$ cat config.mk
export PLATFORM = sky130hd
export DESIGN_NAME = isde_front
export DESIGN_NICKNAME = d
export VERILOG_FILES = /design/src/hdl/isde_pkg.sv /design/src/hdl/isde_front.sv
export VERILOG_INCLUDE_DIRS = /design/src /design/src/hdl
export SDC_FILE = /design/constraint.sdc
export NUM_CORES = 1
export LEC_CHECK = 0
export BUFFER_PORTS_ARGS = -buffer_cell sky130_fd_sc_hd__clkbuf_2
export CAP_MARGIN = 20
export CORE_MARGIN = 8
export CORE_UTILIZATION = 48
export DETAILED_ROUTE_END_ITERATION = 6
export GPL_ROUTABILITY_DRIVEN = 0
export PLACE_DENSITY = 0.8
export SYNTH_ARGS = -nofsm -noshare
export SYNTH_HDL_FRONTEND = slang
export SYNTH_SLANG_ARGS = --single-unit
$ cat constraint.sdc
create_clock -name clk -period 4.1 [get_ports clk]
set_clock_uncertainty 0.1 [all_clocks]
set_input_delay 0.205 -clock clk [delete_from_list [all_inputs] [get_ports clk]]
set_output_delay 0.205 -clock clk [all_outputs]
set_load 0.05 [all_outputs]
$ cat src/hdl/ising_spin_delta_energy_macros.svh
// Assertion shorthands shared by the block's modules.
// Both forms sample on clk and stay quiet while rst is high.
`ifndef ISING_SPIN_DELTA_ENERGY_MACROS_SVH
`define ISING_SPIN_DELTA_ENERGY_MACROS_SVH

`ifndef NO_ASSERTIONS
`define ISDE_ASSERT_IMP(label, ante, cons) \
  label: assert property (@(posedge clk) disable iff (rst) (ante) |-> (cons)) \
    else $error("isde assertion failed");
`define ISDE_ASSERT_NXT(label, ante, cons) \
  label: assert property (@(posedge clk) disable iff (rst) (ante) |=> (cons)) \
    else $error("isde assertion failed");
`else
`define ISDE_ASSERT_IMP(label, ante, cons)
`define ISDE_ASSERT_NXT(label, ante, cons)
`endif

`endif

$ cat src/hdl/isde_pkg.sv
package isde_pkg;

  localparam int SITE_W   = 12;
  localparam int NSITES_W = 13;
  localparam int ACC_W    = 24;
  localparam int MAG_W    = 14;

  localparam logic [1:0] ACT_TERM  = 2'd0;
  localparam logic [1:0] ACT_FLIP  = 2'd1;
  localparam logic [1:0] ACT_SETUP = 2'd2;

  localparam logic signed [ACC_W-1:0] ACC_MAX = 24'sh7FFFFF;
  localparam logic signed [ACC_W-1:0] ACC_MIN = 24'sh800000;

  localparam logic [NSITES_W-1:0]      NSITES_RESET = 13'd4096;
  localparam logic signed [MAG_W-1:0]  MAG_RESET    = 14'sd4096;

  typedef enum logic [1:0] {
    OP_TERM,
    OP_FLIP,
    OP_SETUP
  } op_t;

  typedef struct packed {
    op_t               op;
    logic [SITE_W-1:0] center;
    logic [SITE_W-1:0] neighbor;
    logic              last;
  } item_t;

  typedef enum logic [2:0] {
    S_CLEAR,
    S_IDLE,
    S_EXEC,
    S_FIN,
    S_SWEEP
  } state_t;

endpackage

$ cat src/hdl/isde_front.sv
`include "ising_spin_delta_energy_macros.svh"

module isde_front #(
  parameter int COUPLING_BITS = 16
) (
  input  logic                                clk,
  input  logic                                rst,
  input  logic                                item_valid,
  output logic                                item_ready,
  input  logic [1:0]                          action,
  input  logic [isde_pkg::SITE_W-1:0]         center_site,
  input  logic [isde_pkg::SITE_W-1:0]         neighbor_site,
  input  logic signed [COUPLING_BITS-1:0]     coupling,
  input  logic                                last_term,
  input  logic                                clearing,
  output logic                                q_valid,
  output isde_pkg::item_t                     q_item,
  output logic signed [COUPLING_BITS-1:0]     q_coupling,
  input  logic                                q_pop
);

  isde_pkg::item_t                   fifo_item [2];
  logic signed [COUPLING_BITS-1:0]   fifo_cpl  [2];
  logic                              wr_ptr;
  logic                              rd_ptr;
  logic [1:0]                        count;
  logic [1:0]                        count_next;
  logic                              accept;
  logic                              push;
  logic                              op_ok;
  isde_pkg::op_t                     op_dec;

  // Classify the action code; the unused code is taken and dropped.
  always_comb begin
    op_dec = isde_pkg::OP_TERM;
    op_ok  = 1'b1;
    unique case (action)
      isde_pkg::ACT_TERM:  op_dec = isde_pkg::OP_TERM;
      isde_pkg::ACT_FLIP:  op_dec = isde_pkg::OP_FLIP;
      isde_pkg::ACT_SETUP: op_dec = isde_pkg::OP_SETUP;
      default:             op_ok  = 1'b0;
    endcase
  end

  assign item_ready = (count != 2'd2) && !clearing;
  assign accept     = item_valid && item_ready;
  assign push       = accept && op_ok;
  assign q_valid    = (count != 2'd0);
  assign q_item     = fifo_item[rd_ptr];
  assign q_coupling = fifo_cpl[rd_ptr];

  always_comb begin
    case ({push, q_pop})
      2'b10:   count_next = count + 2'd1;
      2'b01:   count_next = count - 2'd1;
      default: count_next = count;
    endcase
  end

  always_ff @(posedge clk) begin
    if (rst) begin
      wr_ptr <= 1'b0;
      rd_ptr <= 1'b0;
      count  <= 2'd0;
    end else begin
      count <= count_next;
      if (push) wr_ptr <= ~wr_ptr;
      if (q_pop) rd_ptr <= ~rd_ptr;
    end
  end

  always_ff @(posedge clk) begin
    if (push) begin
      fifo_item[wr_ptr] <= '{op: op_dec, center: center_site, neighbor: neighbor_site,
                             last: last_term};
      fifo_cpl[wr_ptr]  <= coupling;
    end
  end

  `ISDE_ASSERT_IMP(a_pop_nonempty, q_pop, q_valid)

endmodule

==> results list <==
* Outcome: finished, final reports clean
- A synthesized cell averages 20.6 um^2.
* Post-synthesis share of cell area spent on and, or, nand and nor gates: 0.0213
- Cts repair resizes: 0
- Post-cts hold buffer count: 42
- Overall power after layout: 0.00207 W
* Static leakage: 1.72 nW
- Total number of H-tree levels: 3
- Mux contribution to synthesized area: 0.145
- Share of final-layout standard cells stronger than drive strength 1: 0.513
- Amount of wire on met2 after detailed routing: 3.37 mm
- Worst-margin pin slew: 1.03 ns
- Critical Path End Type: flop
- Of the total synthesized cell area, the portion taken by XOR and XNOR cells is 0.00786.
- The synthesized netlist contains 19 unique library cells.
- Finish-stage setup viols: 0
* Power density over the cells: 457 nW/um^2
* Minimum clock period after layout: 2.44 ns
* Synthesized instance count: 162
- Post-CTS Setup Repair Bufs: 0
- Non-Filler Instances: 388
- Once detailed placement completed, the half-perimeter wirelength came to 3.99 mm.
- The detailed router finished its first iteration with 43 violations.
* TritonCTS clock tree: yes
- Once layout is complete, the utilization of the core stands at 0.671.
- Clock-pin slew was measured on the worst setup and hold paths at 0.08 ns.
- Unrepaired setup endpoints after global routing: no
* Largest net degree at the start of global routing: 44
* Synthesized net count: 211
- Clock tree root buffer cell: sky130_fd_sc_hd__clkbuf_8
- CTS Sinks: 91
- Portion of the post-synthesis area used by sequential elements: 0.803
- In this run, synthesis produced a sequential element count of 91.
- WL final: 6.42 mm
* Port Buffers: 92
- Critical setup path kind: reg -> reg
- Global-route wire length before repair: 10.3 mm
- In this run the worst path has a maximum fanout of 25.
- Pin placement for this block handled 93 I/O pins.
* Clock buffer depth: 2
- The max-slew violation total from the final report is 0.
- Worst EP arrival: 2.36 ns
- Initial core utilization: 0.495
- Largest family of logic cells by synthesized area: multiplexers
- Footprint of the flip-flops and latches: 2680 um^2
- The detailed router used layers up to and including met4.
- The clock reaches the later pin of the worst-skew pair after 0.34 ns.
* Routed wirelength normalized by instance count: 16.5 um
- Traced cell by cell, the critical path runs through nor2b_2, or3_2, nor2_4, buf_4.
- Hold_ws: 0.0630 ns
- Die width: 99.4 um
- Via density per instance: 4.88
* Fill count: 472
* Met1 layer wirelength in the final routing: 2.50 mm
- Across all layers, the routed design uses 1892 vias.
- Dividing the final minimum period by the clock period gives 0.595.
- Compound-cell area share of the yosys netlist: 0.00973
- sky130_fd_sc_hd__edfxtp_1 takes more of the synthesized area than any other cell.
* CORE AREA: 6760 um^2
* Synth Area in Adders: 0.00374
- Congestion Overflow GR: 0
- Routed length on met3: 407 um
- NumNets Final: 352
- Number of global-route vias before repair: 2129
- Critical Path Max Stage Delay: 0.59 ns
* Final hold violation count: 0
* Startpoint kind of the worst setup timing path: flop
- For this run, the total global-route usage over all layers was measured as 0.135.
- The number of antenna diodes in the final layout is 0.
- Worst min path class: in -> reg
* Count of placed standard cells including taps: 330
- Count of synthesis-stage warnings from yosys: 0
- Post-synth top area share: 0.773
- The die is 99.4 um tall.
* Netlist Area Pre-Place: 3340 um^2
- Peak supply drop: 0.281 mV
- After detailed routing, the number of remaining DRC violations is 0.
* Floorplan row count: 30
- Max transition margin: 0.316
- Multi-input gate area in the final layout: 634 um^2
* Detailed-router iteration count before antenna repair: 4
* Antenna violations before repair: 0
- The die covers 9890 um^2.
- Max Cap Viol: 0
* Fmax: 0.410 GHz
* Cell types occupying the most area after synthesis: sky130_fd_sc_hd__edfxtp_1 77%, sky130_fd_sc_hd__mux2_2 14%, sky130_fd_sc_hd__dfxtp_1 3.0%
- Setup TNS: 0 ns
- The slowest stage of the critical path belongs to the cell sky130_fd_sc_hd__nor2_4.
- Antenna violation net count after detailed routing: 0
- WP data required: 4.02 ns
- TritonCTS created 9 clock buffers.
- The area growth from synthesis to layout is 35.6%.
==> synth_stat cells, drive strengths merged <==
library cell  count
xor2              1
nor2b             3
edfxtp           86
a21bo             1
o31ai             1
inv               2
dfxtp             5
or2               1
xnor2             2
or3               2
buf               5
a21oi             2
ha                1
mux2             43
or4               1
o21ai             1
nor2              5
==> worst paths after layout <==
kind	startpoint	end	slack (ns)	cells past startpoint
max	count[0]	fifo_cpl[1][7]	1.66	4
max reg2reg	count[0]	fifo_cpl[1][7]	1.66	4
min	q_pop	rd_ptr	0.06	3
min reg2reg	wr_ptr	wr_ptr	0.41	2
==> registers in the layout (all words and copies together), names as in the netlist, named ones only <==
signal	count
fifo_item	54
fifo_cpl	32
count	2
rd_ptr	1
wr_ptr	1
==> area by class of cell <==
type,count,area share
clock buffer,11,0.0312
clock inverter,5,0.0168
inverter,2,0.00166
multi-input combinational,64,0.140
sequential,91,0.592
tap,80,0.0221
timing repair buffer,135,0.196
==> kinds of logic after synthesis <==
logic type      count (synthesis)
compound gates                  5
xor+xnor                        3
simple gates                   12
buf+inv                         7
mux                            43
fa+ha+maj                       1
flops                          91
==> power by group <==
group          switching (W)  leakage, nW  internal (W)
Sequential         0.0000268        0.827       0.00106
Clock               0.000287        0.107      0.000357
Combinational       0.000223        0.785      0.000121
Total               0.000537         1.72       0.00154
==> per-stage QoR <==
stage	worst slack, ns	area [um^2]
2_1_floorplan	0.809	3340
3_3_place_gp	1.67	3890
3_5_place_dp	1.61	3890
4_1_cts	1.59	4530
5_1_grt	1.49	4530
6_report	1.66	4530
==> cells in the final DEF, fill, tap and decap left out <==
cell                            netlist  layout
sky130_fd_sc_hd__clkinv_2             0       1
sky130_fd_sc_hd__dlygate4sd3_1        0      42
sky130_fd_sc_hd__or3_2                1       1
sky130_fd_sc_hd__a21bo_2              1       1
sky130_fd_sc_hd__clkinvlp_4           0       1
sky130_fd_sc_hd__buf_4                0       1
sky130_fd_sc_hd__o21ai_0              1       1
sky130_fd_sc_hd__bufinv_16            0       2
sky130_fd_sc_hd__or4_4                1       1
sky130_fd_sc_hd__nor2b_2              1       1
sky130_fd_sc_hd__clkbuf_8             0      10
sky130_fd_sc_hd__clkbuf_1             0       1
sky130_fd_sc_hd__or2_2                1       1
sky130_fd_sc_hd__edfxtp_1            86      86
sky130_fd_sc_hd__nor2b_1              2       2
sky130_fd_sc_hd__xor2_1               1       1
sky130_fd_sc_hd__nor2_1               5       4
sky130_fd_sc_hd__or3_1                1       1
sky130_fd_sc_hd__xnor2_1              2       2
sky130_fd_sc_hd__ha_1                 1       1
sky130_fd_sc_hd__a21oi_1              2       2
sky130_fd_sc_hd__inv_1                2       1
sky130_fd_sc_hd__dfxtp_1              5       4
sky130_fd_sc_hd__mux2_2              43      43
sky130_fd_sc_hd__clkbuf_2             0      92
sky130_fd_sc_hd__o31ai_1              1       1
sky130_fd_sc_hd__inv_2                0       1
sky130_fd_sc_hd__nor2_4               0       1
sky130_fd_sc_hd__dfxtp_2              0       1
sky130_fd_sc_hd__clkinv_1             0       1
==> critical path: cells and delay by family, from the launching register on <==
kind,cells,cell delay (ns)
flip-flops,1,0.42
buffers and inverters,1,0.40
AND/OR/NAND/NOR,3,1.19
==> metal layers <==
metal,track usage,up-vias
li1,-,910
met3,0.0510,12
met1,0.135,904
met4,0.0664,0
met2,0.240,66
met5,0,-
Note: power is estimated with default switching activity, not from simulation.
